==> src/rtl/ipv6_longest_prefix_match_trie_defines.svh <==
// Assertion macros used by the trie walk sequencer (ipv6lpm_walk).
// Each macro expects signals named clk and rst in the enclosing module.
`ifndef IPV6_LONGEST_PREFIX_MATCH_TRIE_DEFINES_SVH
`define IPV6_LONGEST_PREFIX_MATCH_TRIE_DEFINES_SVH

// Same-cycle implication, disabled while in reset
`define IPV6LPM_ASSERT_IMP(lbl, ante, cons, msg) \
  lbl: assert property (@(posedge clk) disable iff (rst) (ante) |-> (cons)) \
    else $error(msg);

// Next-cycle implication, disabled while in reset
`define IPV6LPM_ASSERT_NXT(lbl, ante, cons, msg) \
  lbl: assert property (@(posedge clk) disable iff (rst) (ante) |=> (cons)) \
    else $error(msg);

`endif

==> src/rtl/ipv6lpm_pkg.sv <==
package ipv6lpm_pkg;

  // Fixed field widths
  localparam int POP_W   = 16;
  localparam int LEN_W   = 8;
  localparam int ADDR_W  = 128;

  // Parameter defaults
  localparam int NODE_COUNT_DEF = 4096;
  localparam int ADDR_BITS_DEF  = 128;

  // Request kinds
  localparam logic REQ_INSERT = 1'b0;
  localparam logic REQ_LOOKUP = 1'b1;

  // Request control fields (address travels separately, its width is a parameter)
  typedef struct packed {
    logic             req_type;
    logic [LEN_W-1:0] prefix_len;
    logic [POP_W-1:0] pop_value;
  } req_ctl_t;

  // Result of one request
  typedef struct packed {
    logic             table_full;
    logic [LEN_W-1:0] match_scope;
    logic [POP_W-1:0] match_pop;
  } res_t;

  // Walk sequencer states
  typedef enum logic [1:0] {
    S_IDLE,
    S_STEP,
    S_DONE
  } walk_state_t;

endpackage

==> src/rtl/ipv6lpm_walk.sv <==
module ipv6lpm_walk #(
  parameter int NODE_COUNT = 4096,
  parameter int ADDR_BITS  = 128,
  parameter int IDXW       = 12,
  parameter int NW         = 49
) (
  input  logic                  clk,
  input  logic                  rst,
  // request side
  input  logic                  req_valid,
  output logic                  req_ready,
  input  ipv6lpm_pkg::req_ctl_t req,
  input  logic [ADDR_BITS-1:0]  req_addr,
  // result side
  output logic                  res_valid,
  input  logic                  res_ready,
  output ipv6lpm_pkg::res_t     res,
  // node memory port
  output logic                  mem_we,
  output logic [IDXW-1:0]       mem_waddr,
  output logic [NW-1:0]         mem_wdata,
  output logic                  mem_re,
  output logic [IDXW-1:0]       mem_raddr,
  input  logic [NW-1:0]         mem_rdata
);

  import ipv6lpm_pkg::*;

  `include "ipv6_longest_prefix_match_trie_defines.svh"

  // Node layout: pop, scope, valid, child 0, child 1 (lowest bit up)
  localparam int SCOPE_LSB = POP_W;
  localparam int VALID_BIT = POP_W + LEN_W;
  localparam int C0_LSB    = VALID_BIT + 1;
  localparam int C1_LSB    = C0_LSB + IDXW;
  localparam int FW        = $clog2(NODE_COUNT + 1);
  localparam logic [LEN_W-1:0] MaxLen   = LEN_W'(ADDR_BITS);
  localparam logic [FW-1:0]    PoolSize = FW'(NODE_COUNT);

  walk_state_t state, state_next;

  // control state
  logic [FW-1:0]     free, free_next;
  logic [NW-1:0]     root_node, root_next;
  logic              use_rd, use_rd_next;
  logic              fresh, fresh_next;

  // per-request working registers
  logic [IDXW-1:0]      cur, cur_next;
  logic [NW-1:0]        node_q, node_q_next;
  logic [LEN_W-1:0]     depth, depth_next;
  logic [LEN_W-1:0]     len, len_next;
  logic [ADDR_BITS-1:0] addr_sh, addr_sh_next;
  logic                 is_lookup, is_lookup_next;
  logic [POP_W-1:0]     pop_q, pop_q_next;
  logic [POP_W-1:0]     best_pop, best_pop_next;
  logic [LEN_W-1:0]     best_scope, best_scope_next;
  logic                 full, full_next;

  // datapath around the current node
  logic [NW-1:0]   nv;
  logic [IDXW-1:0] child;
  logic            dir;
  logic            at_end;
  logic            pool_empty;
  logic [IDXW-1:0] free_idx;
  logic [NW-1:0]   linked;
  logic [NW-1:0]   rule;
  logic            wr_en;
  logic [NW-1:0]   wr_data;

  // current node comes from the memory read just issued, or from the local copy
  assign nv         = use_rd ? mem_rdata : node_q;
  assign dir        = addr_sh[ADDR_BITS-1];
  assign child      = dir ? nv[C1_LSB +: IDXW] : nv[C0_LSB +: IDXW];
  assign at_end     = (depth == len);
  assign pool_empty = (free >= PoolSize);
  assign free_idx   = free[IDXW-1:0];

  // node with a new child hooked in, and node with the rule recorded
  always_comb begin
    linked = nv;
    if (dir) begin
      linked[C1_LSB +: IDXW] = free_idx;
    end else begin
      linked[C0_LSB +: IDXW] = free_idx;
    end
    rule = nv;
    rule[POP_W-1:0]             = pop_q;
    rule[SCOPE_LSB +: LEN_W]    = len;
    rule[VALID_BIT]             = 1'b1;
  end

  // sequencer
  always_comb begin
    state_next      = state;
    free_next       = free;
    use_rd_next     = use_rd;
    fresh_next      = fresh;
    cur_next        = cur;
    node_q_next     = node_q;
    depth_next      = depth;
    len_next        = len;
    addr_sh_next    = addr_sh;
    is_lookup_next  = is_lookup;
    pop_q_next      = pop_q;
    best_pop_next   = best_pop;
    best_scope_next = best_scope;
    full_next       = full;
    wr_en           = 1'b0;
    wr_data         = nv;
    mem_re          = 1'b0;
    mem_raddr       = child;
    req_ready       = 1'b0;
    res_valid       = 1'b0;

    unique case (state)
      S_IDLE: begin
        req_ready = 1'b1;
        if (req_valid) begin
          cur_next       = '0;
          node_q_next    = root_node;
          use_rd_next    = 1'b0;
          fresh_next     = 1'b0;
          depth_next     = '0;
          len_next       = (req.prefix_len > MaxLen) ? MaxLen : req.prefix_len;
          addr_sh_next   = req_addr;
          is_lookup_next = (req.req_type == REQ_LOOKUP);
          pop_q_next     = req.pop_value;
          full_next      = 1'b0;
          // the root rule counts for a lookup
          if ((req.req_type == REQ_LOOKUP) && root_node[VALID_BIT]) begin
            best_pop_next   = root_node[POP_W-1:0];
            best_scope_next = root_node[SCOPE_LSB +: LEN_W];
          end else begin
            best_pop_next   = '0;
            best_scope_next = '0;
          end
          state_next = S_STEP;
        end
      end

      S_STEP: begin
        if (is_lookup) begin
          // arrived at a child: take its rule if it has one
          if (use_rd && nv[VALID_BIT]) begin
            best_pop_next   = nv[POP_W-1:0];
            best_scope_next = nv[SCOPE_LSB +: LEN_W];
          end
          if (!at_end && (child != '0)) begin
            mem_re       = 1'b1;
            cur_next     = child;
            use_rd_next  = 1'b1;
            depth_next   = depth + LEN_W'(1);
            addr_sh_next = {addr_sh[ADDR_BITS-2:0], 1'b0};
          end else begin
            state_next = S_DONE;
          end
        end else begin
          priority if (at_end) begin
            // record the rule at the end node
            wr_en      = 1'b1;
            wr_data    = rule;
            state_next = S_DONE;
          end else if (child != '0) begin
            // descend into an existing child
            mem_re       = 1'b1;
            cur_next     = child;
            use_rd_next  = 1'b1;
            fresh_next   = 1'b0;
            depth_next   = depth + LEN_W'(1);
            addr_sh_next = {addr_sh[ADDR_BITS-2:0], 1'b0};
          end else if (pool_empty) begin
            // out of nodes: a freshly allocated node still has to reach memory
            wr_en      = fresh;
            wr_data    = nv;
            full_next  = 1'b1;
            state_next = S_DONE;
          end else begin
            // allocate a child and link it into the current node
            wr_en        = 1'b1;
            wr_data      = linked;
            cur_next     = free_idx;
            node_q_next  = '0;
            use_rd_next  = 1'b0;
            fresh_next   = 1'b1;
            free_next    = free + FW'(1);
            depth_next   = depth + LEN_W'(1);
            addr_sh_next = {addr_sh[ADDR_BITS-2:0], 1'b0};
          end
        end
      end

      S_DONE: begin
        res_valid = 1'b1;
        if (res_ready) begin
          state_next = S_IDLE;
        end
      end

      default: begin
        state_next = S_IDLE;
      end
    endcase
  end

  // root lives in flops, every other node in memory
  assign mem_we    = wr_en && (cur != '0);
  assign mem_waddr = cur;
  assign mem_wdata = wr_data;
  assign root_next = (wr_en && (cur == '0)) ? wr_data : root_node;

  assign res.match_pop   = best_pop;
  assign res.match_scope = best_scope;
  assign res.table_full  = full;

  // control registers
  always_ff @(posedge clk) begin
    if (rst) begin
      state     <= S_IDLE;
      free      <= FW'(1);
      root_node <= '0;
      use_rd    <= 1'b0;
      fresh     <= 1'b0;
    end else begin
      state     <= state_next;
      free      <= free_next;
      root_node <= root_next;
      use_rd    <= use_rd_next;
      fresh     <= fresh_next;
    end
  end

  // working registers
  always_ff @(posedge clk) begin
    cur        <= cur_next;
    node_q     <= node_q_next;
    depth      <= depth_next;
    len        <= len_next;
    addr_sh    <= addr_sh_next;
    is_lookup  <= is_lookup_next;
    pop_q      <= pop_q_next;
    best_pop   <= best_pop_next;
    best_scope <= best_scope_next;
    full       <= full_next;
  end

  `IPV6LPM_ASSERT_IMP(a_pool_bound, 1'b1, free <= PoolSize, "node counter beyond pool")
  `IPV6LPM_ASSERT_IMP(a_lookup_no_write, (state == S_STEP) && is_lookup, !wr_en,
                      "lookup wrote the trie")
  `IPV6LPM_ASSERT_IMP(a_depth_bound, state == S_STEP, depth <= len, "walk past prefix length")
  `IPV6LPM_ASSERT_IMP(a_full_on_insert, res_valid && full, !is_lookup, "table_full on lookup")
  `IPV6LPM_ASSERT_NXT(a_done_hold, (state == S_DONE) && !res_ready, state == S_DONE,
                      "result dropped before taken")

endmodule

==> config.mk <==
export PLATFORM = sky130hd
export DESIGN_NAME = ipv6lpm_walk
export DESIGN_NICKNAME = d
export VERILOG_FILES = /design/src/rtl/ipv6lpm_pkg.sv /design/src/rtl/ipv6lpm_walk.sv
export VERILOG_INCLUDE_DIRS = /design/src /design/src/rtl
export SDC_FILE = /design/constraint.sdc
export NUM_CORES = 1
export LEC_CHECK = 0
export BUFFER_PORTS_ARGS = -buffer_cell sky130_fd_sc_hd__buf_2
export CAP_MARGIN = 0
export CELL_PAD_IN_SITES_DETAIL_PLACEMENT = 1
export CELL_PAD_IN_SITES_GLOBAL_PLACEMENT = 1
export CORE_ASPECT_RATIO = 1.25
export CORE_UTILIZATION = 43
export DETAILED_ROUTE_END_ITERATION = 10
export GPL_TIMING_DRIVEN = 1
export HOLD_SLACK_MARGIN = 0.12
export PLACE_DENSITY_LB_ADDON = 0.1
export SYNTH_ARGS = -nofsm -noshare
export SYNTH_HDL_FRONTEND = slang
export SYNTH_SLANG_ARGS = --single-unit
==> constraint.sdc <==
create_clock -name clk -period 7.6 [get_ports clk]
set_input_delay 0.76 -clock clk [delete_from_list [all_inputs] [get_ports clk]]
set_output_delay 0.76 -clock clk [all_outputs]
set_load 0.02 [all_outputs]
==> results.tsv, run 1 <==
stage	metric	value	unit
yosys	YS warnings	0	
global_route	vias in the first global route	10300	
clock_tree	Hold-fix buffers, CTS	0	
global_route	GRT Util Overall	22.2	%
power	LEAKAGE	7.19	nW
clock_tree	post_cts resized	0	
yosys	Yosys cell types	44	
yosys	Compound-Gate Fraction of Synth Area	5.04	%
final_layout	layout cells sized above 1	30.2	%
sta	setup TNS	0	ns
die	Core ar.	31900	um2
yosys	count leader, synth	nand2_1	
yosys	flops & latches, synth	313	
critical_path	Crit. End Element	output port	
sta	actual slew at the worst max-slew pin	1.12	ns
route	drt drc	0	
yosys	synthesized area per cell	11.2	um2
sta	setup repair after global routing missed its margin	no	
clock_tree	Worst-Skew Late Latency	0.52	ns
global_route	largest net degree at the start of global routing	95	
yosys	Synth Area in Simple Gates	17.8	%
outcome	status	finished, final reports clean	
sta	Slew HR	25.2	%
die	height of the die	204	um
sta	clock skew	0.0166	ns
route	metal3 WL	2.22	mm
die	row cnt	73	
clock_tree	CTS Buf Count	34	
yosys	share of synthesized registers carrying an async set or reset	0	%
global_route	first-pass GRT wire length	56.9	mm
yosys	mux contribution to synthesized area	9.83	%
power	total power divided by cell area	254	nW/um2
yosys	XOR/XNOR Fraction of Synth Area	1.31	%
route	M1 WL	15.1	mm
yosys	number of synthesized flops with an enable pin	247	
placed_design	post-DP HPWL	24.4	mm
job	max-cap violation count	0	
route	via/cell ratio	5.17	
yosys	Mapped Nets	1454	
placed_design	placed cell count	1898	
clock_tree	H-tree levels	2	
route	total number of vias	10100	
power	Tot Pwr	4.32	mW
route	detailed-route wire length per cell	18.9	um
yosys	main combinational cell family by area after synthesis	simple AND/OR/NAND/NOR gates	
yosys	top cell type's share of synthesized area	53.0	%
route	Final ANT Viol Nets	0	
final_layout	Final Non-Filler Cells	1959	
critical_path	critical path class	flip-flop to output port	
die	Die W	163	um
sta	final setup violating endpoints	0	
power	VDD IR-drop max	0.141	mV
sta	Final Hold Fails	0	
yosys	post-synthesis sequential area ratio	62.5	%
global_route	initial antenna violation count	4	
route	Iter 0 DRT Violations	604	
sta	fin crit period	4.81	ns
sta	final max-slew violation count	0	
die	initial core utilization	43.9	%
yosys	Post-Syn Instances	1245	
yosys	synthesized area	14000	um2
route	Routed WL	36.9	mm
die	top-level I/O count	308	
worst_hold_path	worst min path class	input pin to flip-flop	
critical_path	crit path launch type	flip-flop	
sta	fmax	208	MHz
placed_design	Buffers on Ports	307	
route	drt first pass iters	5	
global_route	total gr overflow	0	
clock_tree	CTS max path bufs	3	
clock_tree	CTS tree	yes	
critical_path	Critical Path RT	6.84	ns
final_layout	final net count	1731	
worst_hold_path	Hold Path Cell Cnt	1	
clock_tree	postcts setup bufs	0	
critical_path	Worst Path Max Fanout	19	
critical_path	worst reg2reg path depth	6	
yosys	Synth Area in Adders	0.268	%
clock_tree	clk slew on worst S/H paths	0.06	ns
final_layout	Area Growth Syn to Fin	21.4	%
critical_path	crit path DAT	4.05	ns
route	met2 WL	18.7	mm
sta	final cycle utilization of the critical path	63.3	%
clock_tree	total clock sinks	313	
placed_design	Routability Congestion	0.765	
yosys	most common library cells after synthesis	nand2_1 (392), edfxtp_1 (247), nor2_1 (84)	
yosys	commonest register cell after synthesis	edfxtp_1	
route	Max Used Layer	met5	
yosys	Synth area leader	edfxtp_1	
die	die area	33300	um2
clock_tree	clock root buffer	clkbuf_16	
yosys	Synth area leaders	edfxtp_1 (53%), nand2_1 (11%), dfxtp_1 (9.4%)	
## worst max-delay path, stage by stage, from the launching register on
cell and delay (ns):
edfxtp_1 0.91, mux4_2 0.47, nor4_2 0.45, nand3_4 0.29, nor3_2 0.89, a21oi_1 0.25
inv_1 0.11, buf_2 0.16
## area by class of cell
type                            count  area, um2
Sequential cell                   313       8740
Clock inverter                     11        153
Timing Repair Buffer              318       1620
Tap cell                          412        515
Multi-Input combinational cell    823       4830
Fill cell                        3491      14900
Inverter                           32        123
Antenna cell                        2       5.00
Clock buffer                       48       1010
## worst paths after layout
| path | from | endpoint | slack, ns |
|---|---|---|---|
| worst max-delay path | addr_sh[127] | mem_wdata[26] | 2.79 |
| worst min-delay path | req[11] | pop_q[11] | 0.42 |
| worst min register to register | root_node[42] | root_node[42] | 0.50 |
| worst max register to register | addr_sh[127] | addr_sh[107] | 3.35 |
## per-stage QoR
step                area (um2)  hold WS [ns]  worst slack (ns)  utilization, %
floorplan                14000         0.471              1.40               -
global placement         15800         0.482              3.29            49.6
detailed placement       15800         0.491              3.27            49.6
CTS                      17000         0.394              2.75            53.3
finish                   17000         0.420              2.79            53.3
global route             17000         0.400              2.61            53.3
## metal layers
| layer | global-route usage, % | vias to the layer above |
|---|---|---|
| li1 | - | 4835 |
| met1 | 27.7 | 4958 |
| met2 | 38.1 | 271 |
| met3 | 4.62 | 54 |
| met4 | 6.98 | 6 |
| met5 | 0 | - |
## where the power goes
group	leakage [nW]	switching, mW	internal (mW)
registers	2.99	0.0581	2.02
logic	3.63	0.339	0.183
clock network	0.564	0.660	1.06
## layout by cell type (no fill, tap or decap), types with 2 or more instances in the layout
cell	netlist	layout
diode_2	0	2
buf_4	2	11
xor2_1	12	12
xnor2_1	9	9
mux2i_1	26	26
mux2_2	74	74
bufinv_16	0	4
clkinv_1	0	4
nor4_1	8	8
a21oi_1	41	40
clkinv_2	0	2
nand3_1	12	12
nand2_1	392	391
dfxtp_1	66	65
nor3_2	3	3
clkbuf_8	0	4
mux4_2	12	12
a22o_1	24	24
buf_2	5	307
edfxtp_1	247	247
ha_1	3	3
nor4_2	2	2
o21ai_0	4	2
a211oi_1	26	26
nor2_1	84	84
and2_1	51	51
inv_1	32	31
and3_1	7	7
nor3_1	4	4
nor2b_1	12	12
clkbuf_1	59	7
clkbuf_16	0	37
## registers in the layout, indices dropped and copies added, names as in the netlist, 2 cells and up
register,flops
best_scope,8
depth,8
root_node,49
len,8
addr_sh,128
state,2
mem_waddr,12
free,13
best_pop,16
pop_q,16
node_q,49
## cells by family (layout without fill, tap and decap cells)
kind of cell / after synthesis / after routing
compound gates: 104 / 104
xor+xnor: 21 / 21
fa+ha+maj: 3 / 3
buf+inv: 109 / 409
flops: 313 / 313
mux: 113 / 113
other cells: 0 / 2
simple gates: 582 / 582
No activity file was read; power rests on OpenSTA's default activity.
==> run 2: changes to the inputs <==
--- a/config.mk
+++ b/config.mk
@@ -11,7 +11,7 @@
 export CELL_PAD_IN_SITES_DETAIL_PLACEMENT = 1
 export CELL_PAD_IN_SITES_GLOBAL_PLACEMENT = 1
 export CORE_ASPECT_RATIO = 1.25
-export CORE_UTILIZATION = 43
+export CORE_UTILIZATION = 39
 export DETAILED_ROUTE_END_ITERATION = 10
 export GPL_TIMING_DRIVEN = 1
 export HOLD_SLACK_MARGIN = 0.12
==> constraint.sdc (replaced) <==
create_clock -name clk -period 3.9 [get_ports clk]
set_input_delay 0.39 -clock clk [delete_from_list [all_inputs] [get_ports clk]]
set_output_delay 0.39 -clock clk [all_outputs]
set_load 0.02 [all_outputs]
==> run 2 against run 1 <==
  * Clock-buffer cell count up 3
  * Sequential cell count unchanged
  * Via count up 1.7%
  * Critical path depth up 1
  * Register-to-register slack worse by 2.7 ns
  * Power up 89%
  * Global-route usage down 1.7 points
  * Non-clock buffer count up 42
  * Die area up 10%
  * Wire length up 2.3%
  * Combinational power up 100%
  * Final cell count up 5.3%
  * Largest power group unchanged
  * Highest routed layer unchanged
==> results.tsv, run 2 (synthesis results as in run 1) <==
stage	metric	value	unit
placed_design	worst slack, placed	0.569	ns
placed_design	placed cell count	1973	
final_layout	multi-input gate area in the final layout	4840	um2
clock_tree	CTS Buf Count	34	
route	total number of vias	10300	
placed_design	post-DP HPWL	25.6	mm
final_layout	Final Non-Filler Cells	2063	
power	VDD IR-drop max	0.323	mV
sta	fin crit period	3.76	ns
final_layout	final net count	1773	
global_route	initial antenna violation count	3	
clock_tree	Worst-Skew Late Latency	0.52	ns
die	height of the die	214	um
critical_path	critical path class	flip-flop to output port	
clock_tree	CTS tree	yes	
final_layout	Largest register FFs	128	
route	Routed WL	37.8	mm
clock_tree	clk slew on worst S/H paths	0.06	ns
global_route	largest net degree at the start of global routing	106	
critical_path	crit path launch type	flip-flop	
sta	final cycle utilization of the critical path	96.3	%
clock_tree	CTS max path bufs	3	
placed_design	Routability Congestion	0.810	
job	max-cap violation count	0	
final_layout	Area Growth Syn to Fin	24.3	%
global_route	GRT Util Overall	20.5	%
critical_path	crit path DAT	3.37	ns
final_layout	layout cells sized above 1	30.0	%
sta	setup repair after global routing missed its margin	no	
placed_design	Buffers on Ports	307	
worst_hold_path	worst min path class	input pin to flip-flop	
final_layout	most common cell after layout, fill and taps aside	nand2_1	
final_layout	register area	8740	um2
final_layout	leading cell types in the layout, fill and taps excluded	nand2_1 (391), buf_2 (307), edfxtp_1 (247)	
sta	fmax	266	MHz
clock_tree	clock root buffer	clkbuf_16	
sta	Final Hold Fails	0	
global_route	total gr overflow	0	
die	Core ar.	35400	um2
power	LEAKAGE	7.33	nW
die	Die W	171	um
sta	Slew HR	14.2	%
route	drt drc	0	
sta	final setup violating endpoints	0	
sta	final max-slew violation count	0	
critical_path	Worst Path Max Fanout	14	
sta	actual slew at the worst max-slew pin	1.29	ns
die	row cnt	77	
final_layout	Largest regs	addr_sh x128, node_q x49, root_node x49	
clock_tree	H-tree levels	2	
sta	PnR worst setup slack	0.144	ns
sta	setup TNS	0	ns
global_route	vias in the first global route	10400	
final_layout	filler instances	3953	
route	Iter 0 DRT Violations	467	
route	via/cell ratio	4.99	
route	Final ANT Viol Nets	0	
power	total power divided by cell area	469	nW/um2
route	drt first pass iters	4	
final_layout	Reg with most FFs	addr_sh	
sta	clock skew	0.0209	ns
clock_tree	total clock sinks	313	
outcome	status	finished, final reports clean	
die	die area	36600	um2
die	initial core utilization	39.6	%
global_route	first-pass GRT wire length	57.2	mm
critical_path	Critical Path RT	3.51	ns
die	top-level I/O count	308	
route	detailed-route wire length per cell	18.3	um
critical_path	Crit. End Element	output port	
-- run 2: repair_timing --
item / CTS / global route
endpoints found under the hold margin: 28 / 0
hold buffers: 28 / 0
resized for setup: 1 / 1
setup buffers: 0 / 1
pin swaps: 0 / 0
setup endpoints to repair: 1 / 18
-- run 2: final timing paths --
path	from	end	slack [ns]	depth (start not counted)
min reg2reg	root_node[35]	root_node[35]	0.50	2
max	addr_sh[127]	mem_wdata[33]	0.14	8
min	req_addr[54]	addr_sh[54]	0.14	3
max reg2reg	addr_sh[127]	addr_sh[18]	0.70	7
-- run 2: area by class of cell --
class / count / share of cell area, %
diodes: 1 / 0.0144
clock buffers: 51 / 5.68
clock inverters: 9 / 0.245
inverters: 32 / 0.705
multi-input cells: 823 / 27.8
flip-flops and latches: 313 / 50.3
well taps: 474 / 3.41
repair buffers: 360 / 11.8
-- run 2: routing by layer --
| metal | routed length [um] | GRT usage [%] |
|---|---|---|
| met1 | 15800 | 25.7 |
| met2 | 18800 | 35.4 |
| met3 | 2340 | 4.41 |
| met4 | 803 | 5.97 |
| met5 | 24 | 0 |
-- run 2: worst max-delay path: stages, from the launching register on --
cell,delay (ns)
edfxtp_1,0.75
mux4_2,0.45
nor4_2,0.46
nand3_4,0.23
nor3_2,0.36
buf_4,0.25
a21oi_1,0.11
inv_1,0.08
buf_2,0.15
-- run 2: stage by stage --
stage | hold slack (ns) | total power, mW | utilization [%] | instance area (um2)
2_1_floorplan | 0.471 | 4.74 | - | 14000
3_3_place_gp | 0.481 | 5.16 | 45.4 | 16100
3_5_place_dp | 0.491 | 5.19 | 45.4 | 16100
4_1_cts | 0.120 | 8.28 | 49.1 | 17400
5_1_grt | 0.125 | 8.53 | 49.2 | 17400
6_report | 0.145 | 8.16 | 49.2 | 17400
-- run 2: power breakdown --
part / internal [mW] / switching, mW / total (mW) / leakage (nW)
combinational: 0.396 / 0.670 / 1.07 / 3.84
clock: 1.75 / 1.29 / 3.04 / 0.501
sequential: 3.94 / 0.109 / 4.05 / 2.99
total: 6.09 / 2.07 / 8.16 / 7.33
